File: config.mk
export PLATFORM = sky130hd
export DESIGN_NAME = column_zone_map_stats
export DESIGN_NICKNAME = d
export VERILOG_FILES = /design/src/hw/rtl/czm_pkg.sv /design/src/hw/rtl/czm_stats_store.sv /design/src/hw/rtl/czm_judge.sv /design/src/hw/rtl/column_zone_map_stats.sv
export SDC_FILE = /design/constraint.sdc
export NUM_CORES = 2
export LEC_CHECK = 0
export ABC_AREA = 1
export CAP_MARGIN = 20
export CELL_PAD_IN_SITES_DETAIL_PLACEMENT = 0
export CELL_PAD_IN_SITES_GLOBAL_PLACEMENT = 1
export CORE_UTILIZATION = 47
export CTS_BUF_LIST = sky130_fd_sc_hd__clkbuf_16
export CTS_CLUSTER_DIAMETER = 80
export CTS_CLUSTER_SIZE = 20
export DETAILED_ROUTE_END_ITERATION = 16
export DONT_BUFFER_PORTS = 1
export GPL_ROUTABILITY_DRIVEN = 0
export PLACE_DENSITY_LB_ADDON = 0.1
export SYNTH_ARGS = -nofsm -noshare
export SYNTH_HDL_FRONTEND = slang
export SYNTH_SLANG_ARGS = --single-unit
File: constraint.sdc
create_clock -name clk -period 11.3 [get_ports clk]
set_input_delay 1.13 -clock clk [delete_from_list [all_inputs] [get_ports clk]]
set_output_delay 1.13 -clock clk [all_outputs]
set_load 0.05 [all_outputs]
File: src/hw/rtl/czm_pkg.sv
// Package for the column zone map statistics block.
// Holds the item structs, request/compare/selectivity codes and store interface types.
// No dependencies.
package czm_pkg;

	localparam int COL_IDX_W = 3;
	localparam int COL_SPACE = 2 ** COL_IDX_W;
	localparam int NUM_COL_W = 4;

	localparam logic [1:0] REQ_ADD        = 2'd0;
	localparam logic [1:0] REQ_QUERY      = 2'd1;
	localparam logic [1:0] REQ_INVALIDATE = 2'd2;
	localparam logic [1:0] REQ_CLEAR      = 2'd3;

	localparam logic [2:0] OP_EQ = 3'd0;
	localparam logic [2:0] OP_LT = 3'd1;
	localparam logic [2:0] OP_LE = 3'd2;
	localparam logic [2:0] OP_GT = 3'd3;
	localparam logic [2:0] OP_GE = 3'd4;

	localparam logic [1:0] SEL_UNKNOWN = 2'd0;
	localparam logic [1:0] SEL_NONE    = 2'd1;
	localparam logic [1:0] SEL_SOME    = 2'd2;
	localparam logic [1:0] SEL_ALL     = 2'd3;

	typedef struct packed {
		logic [1:0]           req_type;
		logic [COL_IDX_W-1:0] column_index;
		logic signed [63:0]   column_value;
		logic                 value_is_null;
		logic [15:0]          record_id;
		logic                 row_last;
		logic [2:0]           compare_op;
		logic signed [63:0]   literal;
	} req_item_t;

	typedef struct packed {
		logic [1:0]         selectivity;
		logic signed [63:0] min_out;
		logic signed [63:0] max_out;
		logic signed [63:0] sum_out;
		logic [31:0]        rows_out;
		logic [15:0]        min_tuple_out;
		logic [15:0]        max_tuple_out;
	} rsp_item_t;

	// update command into the column store
	typedef struct packed {
		logic               add;
		logic               clear;
		logic signed [63:0] value;
		logic [15:0]        tid;
	} czm_upd_t;

	// one column entry as read from the store
	typedef struct packed {
		logic               valid;
		logic signed [63:0] min_val;
		logic signed [63:0] max_val;
		logic signed [63:0] sum_val;
		logic [15:0]        min_tid;
		logic [15:0]        max_tid;
	} czm_entry_t;

endpackage

File: src/hw/rtl/czm_stats_store.sv
// Per-column statistics registers: min/max with tuple ids, wrapping sum, valid mark.
// One read port (combinational), one update port. Depends on czm_pkg.
module czm_stats_store #(
	parameter int DEPTH = 8,
	localparam int IdxW = (DEPTH > 1) ? $clog2(DEPTH) : 1
) (
	input  logic                clk,
	input  logic                arst_n,
	input  czm_pkg::czm_upd_t   upd,
	input  logic [IdxW-1:0]     wr_idx,
	input  logic [IdxW-1:0]     rd_idx,
	output czm_pkg::czm_entry_t rd
);

	logic                valid_q   [DEPTH];
	logic signed [63:0]  sum_q     [DEPTH];
	logic signed [63:0]  min_q     [DEPTH];
	logic signed [63:0]  max_q     [DEPTH];
	logic [15:0]         min_tid_q [DEPTH];
	logic [15:0]         max_tid_q [DEPTH];

	logic new_min;
	logic new_max;

	assign new_min = !valid_q[wr_idx] || (upd.value < min_q[wr_idx]);
	assign new_max = !valid_q[wr_idx] || (max_q[wr_idx] < upd.value);

	always_ff @(posedge clk or negedge arst_n) begin
		if (!arst_n) begin
			for (int i = 0; i < DEPTH; i++) begin
				valid_q[i] <= 1'b0;
				sum_q[i]   <= '0;
			end
		end else if (upd.clear) begin
			for (int i = 0; i < DEPTH; i++) begin
				valid_q[i] <= 1'b0;
				sum_q[i]   <= '0;
			end
		end else if (upd.add) begin
			valid_q[wr_idx] <= 1'b1;
			sum_q[wr_idx]   <= sum_q[wr_idx] + upd.value;
		end
	end

	// extremes need no reset: valid mark gates them
	always_ff @(posedge clk) begin
		if (upd.add && new_min) begin
			min_q[wr_idx]     <= upd.value;
			min_tid_q[wr_idx] <= upd.tid;
		end
		if (upd.add && new_max) begin
			max_q[wr_idx]     <= upd.value;
			max_tid_q[wr_idx] <= upd.tid;
		end
	end

	assign rd.valid   = valid_q[rd_idx];
	assign rd.min_val = min_q[rd_idx];
	assign rd.max_val = max_q[rd_idx];
	assign rd.sum_val = sum_q[rd_idx];
	assign rd.min_tid = min_tid_q[rd_idx];
	assign rd.max_tid = max_tid_q[rd_idx];

endmodule

File: src/hw/rtl/czm_judge.sv
// Predicate judge: classifies a literal compare against a column's [min, max] range.
// Purely combinational. Depends on czm_pkg.
module czm_judge (
	input  logic [2:0]         op,
	input  logic signed [63:0] lit,
	input  logic signed [63:0] lo,
	input  logic signed [63:0] hi,
	output logic [1:0]         sel
);

	logic lit_lt_lo;
	logic lit_lt_hi;
	logic hi_lt_lit;
	logic lo_lt_lit;

	assign lit_lt_lo = lit < lo;
	assign lit_lt_hi = lit < hi;
	assign hi_lt_lit = hi < lit;
	assign lo_lt_lit = lo < lit;

	always_comb begin
		case (op)
			czm_pkg::OP_EQ: begin
				sel = (lit_lt_lo || hi_lt_lit) ? czm_pkg::SEL_NONE : czm_pkg::SEL_SOME;
			end
			czm_pkg::OP_LT: begin
				if (hi_lt_lit)      sel = czm_pkg::SEL_ALL;
				else if (!lo_lt_lit) sel = czm_pkg::SEL_NONE;
				else                sel = czm_pkg::SEL_SOME;
			end
			czm_pkg::OP_LE: begin
				if (!lit_lt_hi)     sel = czm_pkg::SEL_ALL;
				else if (lit_lt_lo) sel = czm_pkg::SEL_NONE;
				else                sel = czm_pkg::SEL_SOME;
			end
			czm_pkg::OP_GT: begin
				if (lit_lt_lo)       sel = czm_pkg::SEL_ALL;
				else if (!lit_lt_hi) sel = czm_pkg::SEL_NONE;
				else                 sel = czm_pkg::SEL_SOME;
			end
			czm_pkg::OP_GE: begin
				if (!lo_lt_lit)     sel = czm_pkg::SEL_ALL;
				else if (hi_lt_lit) sel = czm_pkg::SEL_NONE;
				else                sel = czm_pkg::SEL_SOME;
			end
			default: begin
				sel = czm_pkg::SEL_UNKNOWN;
			end
		endcase
	end

endmodule

File: src/hw/rtl/column_zone_map_stats.sv
// Top level of the column zone map statistics block.
// Instantiates czm_stats_store and czm_judge; depends on czm_pkg.

// Zone map over up to MAX_COLUMNS signed 64-bit columns (only the first eight are
// addressable by the 3-bit column index). Every request is a single transfer on the
// req channel; only a query produces a transfer on the rsp channel. Throughput is one
// request per clock while no query is held back: a request is captured in the input
// stage, does its read-modify-write of the column registers (one signed compare pair
// and one 64-bit add) in that same cycle, and a query's answer lands in the output
// register. A query result is therefore registered, and the input
// stage keeps taking requests while a result waits, stalling only a second query
// that finds the output register full and not being drained. Clear empties all
// entries and the row count; there is no clearing pass after reset.
// num_columns is written through the cfg channel, which is always ready; write it
// only when no request is in flight.
module column_zone_map_stats #(
	parameter int MAX_COLUMNS = 8
) (
	input  logic                    clk,
	input  logic                    arst_n,
	input  logic                    req_valid,
	output logic                    req_ready,
	input  czm_pkg::req_item_t      req,
	output logic                    rsp_valid,
	input  logic                    rsp_ready,
	output czm_pkg::rsp_item_t      rsp,
	input  logic                    cfg_valid,
	output logic                    cfg_ready,
	input  logic [czm_pkg::NUM_COL_W-1:0] cfg_data
);

	// Storage beyond the index space can never be reached.
	localparam int Depth = (MAX_COLUMNS < czm_pkg::COL_SPACE) ? MAX_COLUMNS
		: czm_pkg::COL_SPACE;
	localparam int IdxW = (Depth > 1) ? $clog2(Depth) : 1;
	localparam logic [6:0] MaxCols = 7'(MAX_COLUMNS);

	// configuration
	logic [czm_pkg::NUM_COL_W-1:0] num_columns_q;

	// input stage
	czm_pkg::req_item_t req_s1;
	logic               valid_s1;

	// shared state
	logic        consistent_q;
	logic [31:0] row_cnt_q;

	// output register
	czm_pkg::rsp_item_t rsp_q;
	logic               rsp_valid_q;

	logic                is_add;
	logic                is_query;
	logic                is_inval;
	logic                is_clear;
	logic                in_range;
	logic                s1_adv;
	logic [IdxW-1:0]     col_idx;
	czm_pkg::czm_upd_t   upd;
	czm_pkg::czm_entry_t ent;
	logic [1:0]          judged;
	czm_pkg::rsp_item_t  rsp_d;

	assign cfg_ready = 1'b1;

	always_ff @(posedge clk or negedge arst_n) begin
		if (!arst_n) begin
			num_columns_q <= czm_pkg::NUM_COL_W'(1);
		end else if (cfg_valid) begin
			num_columns_q <= cfg_data;
		end
	end

	// --- input stage ---------------------------------------------------------
	assign is_add   = valid_s1 && (req_s1.req_type == czm_pkg::REQ_ADD);
	assign is_query = valid_s1 && (req_s1.req_type == czm_pkg::REQ_QUERY);
	assign is_inval = valid_s1 && (req_s1.req_type == czm_pkg::REQ_INVALIDATE);
	assign is_clear = valid_s1 && (req_s1.req_type == czm_pkg::REQ_CLEAR);

	// only a query can be held back, and only by a full, undrained output register
	assign s1_adv    = !is_query || !rsp_valid_q || rsp_ready;
	assign req_ready = !valid_s1 || s1_adv;

	always_ff @(posedge clk or negedge arst_n) begin
		if (!arst_n) begin
			valid_s1 <= 1'b0;
		end else if (req_ready) begin
			valid_s1 <= req_valid;
		end
	end

	always_ff @(posedge clk) begin
		if (req_valid && req_ready) begin
			req_s1 <= req;
		end
	end

	// effective column count is min(num_columns, MAX_COLUMNS)
	assign in_range = (czm_pkg::NUM_COL_W'(req_s1.column_index) < num_columns_q)
		&& (7'(req_s1.column_index) < MaxCols);
	assign col_idx  = req_s1.column_index[IdxW-1:0];

	// --- column statistics update --------------------------------------------
	assign upd.add   = is_add && consistent_q && in_range && !req_s1.value_is_null;
	assign upd.clear = is_clear;
	assign upd.value = req_s1.column_value;
	assign upd.tid   = req_s1.record_id;

	czm_stats_store #(
		.DEPTH (Depth)
	) u_store (
		.clk    (clk),
		.arst_n (arst_n),
		.upd    (upd),
		.wr_idx (col_idx),
		.rd_idx (col_idx),
		.rd     (ent)
	);

	always_ff @(posedge clk or negedge arst_n) begin
		if (!arst_n) begin
			consistent_q <= 1'b0;
			row_cnt_q    <= '0;
		end else begin
			if (is_clear) begin
				consistent_q <= 1'b1;
				row_cnt_q    <= '0;
			end else if (is_inval) begin
				consistent_q <= 1'b0;
			end else if (is_add && consistent_q && req_s1.row_last) begin
				// null or out-of-range values still count their row
				row_cnt_q <= row_cnt_q + 32'd1;
			end
		end
	end

	// --- query ---------------------------------------------------------------
	czm_judge u_judge (
		.op  (req_s1.compare_op),
		.lit (req_s1.literal),
		.lo  (ent.min_val),
		.hi  (ent.max_val),
		.sel (judged)
	);

	always_comb begin
		rsp_d               = '0;
		rsp_d.rows_out      = row_cnt_q;
		rsp_d.selectivity   = czm_pkg::SEL_UNKNOWN;
		if (in_range) begin
			rsp_d.sum_out = ent.sum_val;
			if (ent.valid) begin
				rsp_d.min_out       = ent.min_val;
				rsp_d.max_out       = ent.max_val;
				rsp_d.min_tuple_out = ent.min_tid;
				rsp_d.max_tuple_out = ent.max_tid;
				if (consistent_q) begin
					rsp_d.selectivity = judged;
				end
			end
		end
	end

	// --- output register -----------------------------------------------------
	always_ff @(posedge clk or negedge arst_n) begin
		if (!arst_n) begin
			rsp_valid_q <= 1'b0;
		end else if (is_query && s1_adv) begin
			rsp_valid_q <= 1'b1;
		end else if (rsp_ready) begin
			rsp_valid_q <= 1'b0;
		end
	end

	always_ff @(posedge clk) begin
		if (is_query && s1_adv) begin
			rsp_q <= rsp_d;
		end
	end

	assign rsp_valid = rsp_valid_q;
	assign rsp       = rsp_q;

endmodule

; ---- Word-level counts from Yosys, hierarchy flattened
; Memory sizes are Yosys's and may differ from the RTL's. A register that Yosys moved wholly into a read port is not among the register bits.
; Index checks and enable logic that the tools add are counted.
[word_totals]
regBits = 939
mem_bits_rw = 1280
in_bits = 163
output_inout_bits = 261
wordCells = 132
mem_count = 4
[mem_list]
columns = memory, depth, word_bits, read_ports, rd_clocked_by_memory_dff, wr, line_no
row1 = u_store.max_q, 8, 64, 1, 1, 1, czm_stats_store.sv:18  ; logic signed [63:0] max_q [DEPTH];
row2 = u_store.min_q, 8, 64, 1, 1, 1, czm_stats_store.sv:17  ; logic signed [63:0] min_q [DEPTH];
row3 = u_store.max_tid_q, 8, 16, 1, 1, 1, czm_stats_store.sv:20  ; logic [15:0] max_tid_q [DEPTH];
row4 = u_store.min_tid_q, 8, 16, 1, 1, 1, czm_stats_store.sv:19  ; logic [15:0] min_tid_q [DEPTH];
[op_classes]
addsub = 2
order_cmp = 9
eq_ne = 8
n_mux = 38
n_bitwise = 2
n_reduce_logical = 35
[op_table]
columns = cell, n
row1 = 512-bit 2-to-1 mux, 2
row2 = 512-bit bitwise mux, 1
row3 = 64-bit < comparator, 6
row4 = 64-bit binary-select mux with 3-bit select, 1
row5 = 64-bit demux with 3-bit select, 1
row6 = 64-bit 2-to-1 mux, 3
row7 = 32-bit 2-to-1 mux, 3
row8 = 64-bit adder, 1
row9 = "32-bit by 1-bit adder with 32-bit output, second input constant", 1
row10 = 2-bit 2-to-1 mux, 9
row11 = 8-bit 2-to-1 mux, 2
row12 = 1-bit logical AND, 13
row13 = 1-bit 2-to-1 mux, 11
row14 = 2-bit case mux with 5 select lines, 1
row15 = 8-bit bitwise OR, 1
row16 = 2-bit nonzero test, 4
row17 = 1-bit zero test, 7
row18 = "3-bit by 2-bit equality test with 1-bit output, second input constant", 2
row19 = 1-bit logical OR, 6
row20 = 3-bit 2-to-1 mux, 2
row21 = "2-bit equality test, second input constant", 2
row22 = "4-bit greater-or-equal comparator, second input constant", 1
row23 = 3-bit by 4-bit < comparator with 1-bit output, 1
row24 = "4-bit by 1-bit < comparator with 1-bit output, second input constant", 1
row25 = other kinds (11), 12

; ---- Longest topological paths before layout
[logic_depth]
depth_word = 9
depth_mapped = 28
ltp_nobuf = 23

; ---- Modules after synthesis
; Synthesis repeated with hierarchy kept, for this count alone.
[unflattened]
hier_cells = 10713
hier_area_um2 = 107922.3
[modules_own_cells]
columns = mod, instances, cells_each, area_each_um2, seq_area_each_um2
row1 = czm_stats_store, 1, 8920, 87785.4, 51449.3
row2 = column_zone_map_stats, 1, 1260, 16718.5, 13349.1
row3 = czm_judge, 1, 533, 3418.3, 0.0

; ---- Worst setup path before layout
; OpenSTA, ideal clock, no wires.
[synth_path]
path_kind = input to register
start = in rsp_ready
end = reg, netlist name rsp[0]
setup_time_ps = 881
arrival_time_ps = 11811
t_required_ps = 10419
path_slack_ps = -1391
path_stages = 2
n_path_buf = 0
path_cell_list = nor2_1 -> nor2_1
[synth_via]
elab_chain_len = 2
[synth_lines]
columns = element, line_no
row1 = start: declaration, column_zone_map_stats.sv:25  ; input logic rsp_ready,
row2 = 1-bit logical OR, column_zone_map_stats.sv:82  ; assign s1_adv = !is_query || !rsp_valid_q || rsp_ready;
row3 = 1-bit logical AND, column_zone_map_stats.sv:177  ; if (is_query && s1_adv) begin
; No other way between the ends.
; A chain may end at the register's enable or synchronous reset.

==> run summary <==
Final #Nets: 8,741
CTS Sinks: 2,254
clk root buf: clkbuf_16
largest net degree at the start of global routing: 215
Syn Inst Count: 8,346
area delta synth->final: 7.93%
CTS buffer count: 141
total power: 16.0 mW
DRT iter0 DRCs: 8,013
Final Hold Fails: 0
placed cells: 10,800
TNS Setup: 0 ps
worst vdd ir: 0.169 mV
fmax: 129 MHz
Syn. warnings: 0
Critical Path RT: 11,760 ps
CP max FO: 111
drt first pass iters: 6
Synth Flop Type: edfxtp_1
clock tree buffer depth: 3
final core occ: 51.2%
H-Tree Depth: 4
ratio of cells with drive above 1 in the final layout: 5.68%
Slew @ Worst Pin: 1210 ps
Synth cell types: 65
# IOs: 424
Post-Syn Nets: 8,830
CTS clk-pin slew, worst paths: 80 ps
routed length per instance: 30.2 um
initial antenna violation count: 19
Seq cells post-synth: 2,254
grt ovf: 0
post-layout minimum cycle time: 7780 ps
crit path capture type: flip-flop
Rows: 165
Pleak: 39.0 nW
Filler cells: 17,900
CTS tree: built
Clock Skews: 54.7 ps
Data arrival, critical path: 8240 ps
Post-Layout Cell Count: 11,000
mean number of vias per cell: 6.09
status: completed
Multi-input gate area: 0.0266 sq mm
via count: 67,000
sequential element share of the synthesized area: 67.4%
Die W: 455 um
EDFF count, synth: 1,692
Initial Util: 47.4%
finished layout cell area: 0.104 sq mm
crit path kind: flip-flop to flip-flop
r2r worst-path depth: 20
relative slew slack: 19.1%
DRT Wirelength: 332 mm
Detail Placement HPWL: 210 mm
vias in the first global route: 63,600
startpoint types: flip-flop
number of setup violations in the final report: 0
fin. max-slew vios: 0
Tcrit/Tclk final: 68.8%
# DRC: 0
Port-buffer cells: 0
die height: 455 um
Clock Latency Late Sink: 870 ps
Seq. cell area: 0.0649 sq mm
post-synthesis cell area: 0.0963 sq mm
P per Cell Area: 154 mW/mm^2
DP Area: 0.0996 sq mm
antenna-violating nets left: 0
Synth async-reset ratio: 24.8%
total track usage: 31.6%
CTS-repair resized insts: 0
RSZ-0062 raised after global routing: false
syn_area_per_cell: 11.5 sq um
core area: 0.203 sq mm
HP Class: primary input to asynchronous set/reset pin
Die ar.: 0.207 sq mm
first-pass GRT wire length: 466 mm
Max Cap Viol: 0
post-CTS setup buffers: 0
-- flip-flops by register name, indices dropped and copies added, names as in the netlist, named ones only --
register           count
col_idx                3
row_cnt_q             32
u_store.min_tid_q    128
valid_s1               1
u_store.valid_q        8
u_store.sum_q        512
consistent_q           1
rsp_valid              1
num_columns_q          4
rsp                  258
u_store.max_q        512
u_store.max_tid_q    128
req_s1               151
u_store.min_q        512
-- cell type report --
class / instances / area share (%)
multi-input combinational: 4789 / 25.6
sequential: 2254 / 62.4
tap: 2672 / 3.22
inverter: 893 / 3.28
antenna: 7 / 0.0169
timing repair buffer: 178 / 1.49
clock buffer: 143 / 3.44
clock inverter: 72 / 0.543
-- placed cells by master, fill, tap and decap left out, types with 37 or more instances in the layout --
cell type  netlist  final
ha_1           320    320
a221oi_1        92     92
dfrtp_1        558    558
nand2_1       1064   1061
buf_4            2    162
a22oi_1         72     72
a22o_1          45     45
nor2_1         799    785
edfxtp_1      1692   1692
nand4_1         80     80
a21oi_1        320    320
nand3_1        184    184
inv_1          868    875
o21ai_1         70     70
nor3_1          40     37
clkbuf_16        0    143
o21ai_0        850    850
o22ai_1        583    583
-- routing by layer --
layer  share of wire, %  vias to the layer above  global-route usage [%]  routed length, um
met5             0.0039                        -                       0                 13
met4                5.6                        2                    16.1              18700
met3                7.2                      590                    4.34              24100
met2                 48                     2918                    51.6             158000
met1                 39                    34000                    41.4             131000
li1                   -                    29500                       -                  -
-- metrics by stage --
| stage | setup slack (ps) | hold WS (ps) |
|---|---|---|
| after floorplan | 2740 | 425 |
| after global placement | 3490 | 433 |
| after detailed placement | 3450 | 429 |
| after CTS | 3460 | 0.999 |
| after global routing | 3170 | 30.7 |
| final | 3520 | 80.2 |
-- Yosys cell counts, types with 7 or more instances --
master     number  area share, %
nor4_1         16           0.10
o21ai_1        70           0.36
a31oi_1        36           0.23
xnor2_1        23           0.21
a21oi_1       320            1.7
o2111ai_1       7          0.064
nor2_2          7          0.045
buf_1          42           0.16
inv_1         868            3.4
nand2_1      1064            4.1
ha_1          320            4.2
xor2_1         23           0.21
nor3_1         40           0.21
nor2_4          7          0.082
a32o_1         19           0.20
or2_2          11          0.071
a221oi_1       92           0.84
a41oi_1        15           0.14
a22o_1         45           0.41
dfrtp_1       558             15
nand3_1       184           0.96
clkbuf_1      299            1.2
o21bai_1       16           0.12
inv_2          23          0.090
buf_2          67           0.35
o21a_1         16           0.12
o211ai_1        9          0.070
o221ai_1        7          0.064
edfxtp_1     1692             53
o21ai_0       850            4.4
a211oi_1        7          0.055
a22oi_1        72           0.56
a21o_1          7          0.055
nand4_1        80           0.52
nor2_1        799            3.1
o22ai_1       583            3.8
-- worst max-delay path, cell delays in order (launching register included) --
cell and delay [ps]:
dfxtp_4 550, inv_8 560, buf_4 560, buf_4 510
o21ai_0 140, o22ai_1 160, nand2_1 70, o21ai_0 190
inv_1 120, ha_1 290, nand2_1 60, inv_1 80
nand3_1 70, nor3_1 520, nand2_1 280, nor4b_1 770
nand2_1 160, a21oi_1 190, nor2_2 220, nor2_4 890
buf_4 840
-- cells by family (layout without fill, tap and decap cells) --
logic type,count (synthesis),after routing,share of synthesized area (%)
buffers and inverters,1303,1286,5.18
adder cells (fa/ha/maj),321,321,4.18
AO/OA/AOI/OAI,2185,2185,13.3
AND/OR/NAND/NOR,2235,2235,9.53
XOR/XNOR,46,46,0.419
multiplexers,1,1,0.0117
other,1,8,0.00390
flip-flops,2254,2254,67.4
-- repair_timing --
action	4_1_cts	5_1_grt
hold buffers	4	0
hold endpoints to repair	203	0
setup endpoints to repair	0	0
-- power breakdown --
part	switching, mW	internal, mW
Sequential	0.157	9.01
Clock	2.88	2.35
Combinational	1.19	0.410
Total	4.23	11.8
-- final timing paths --
check                         startpoint                    to  slack, ps
max                            flip-flop  u_store.min_q[5][30]       3520
min                               arst_n    u_store.sum_q[167]         80
max reg2reg                    flip-flop  u_store.min_q[5][30]       3520
min reg2reg                row_cnt_q[31]               rsp[63]        450
max in group asynchronous         arst_n    u_store.sum_q[122]      10010
min in group clk                req[105]           req_s1[105]        370
Power figures use the tool's default switching activity.
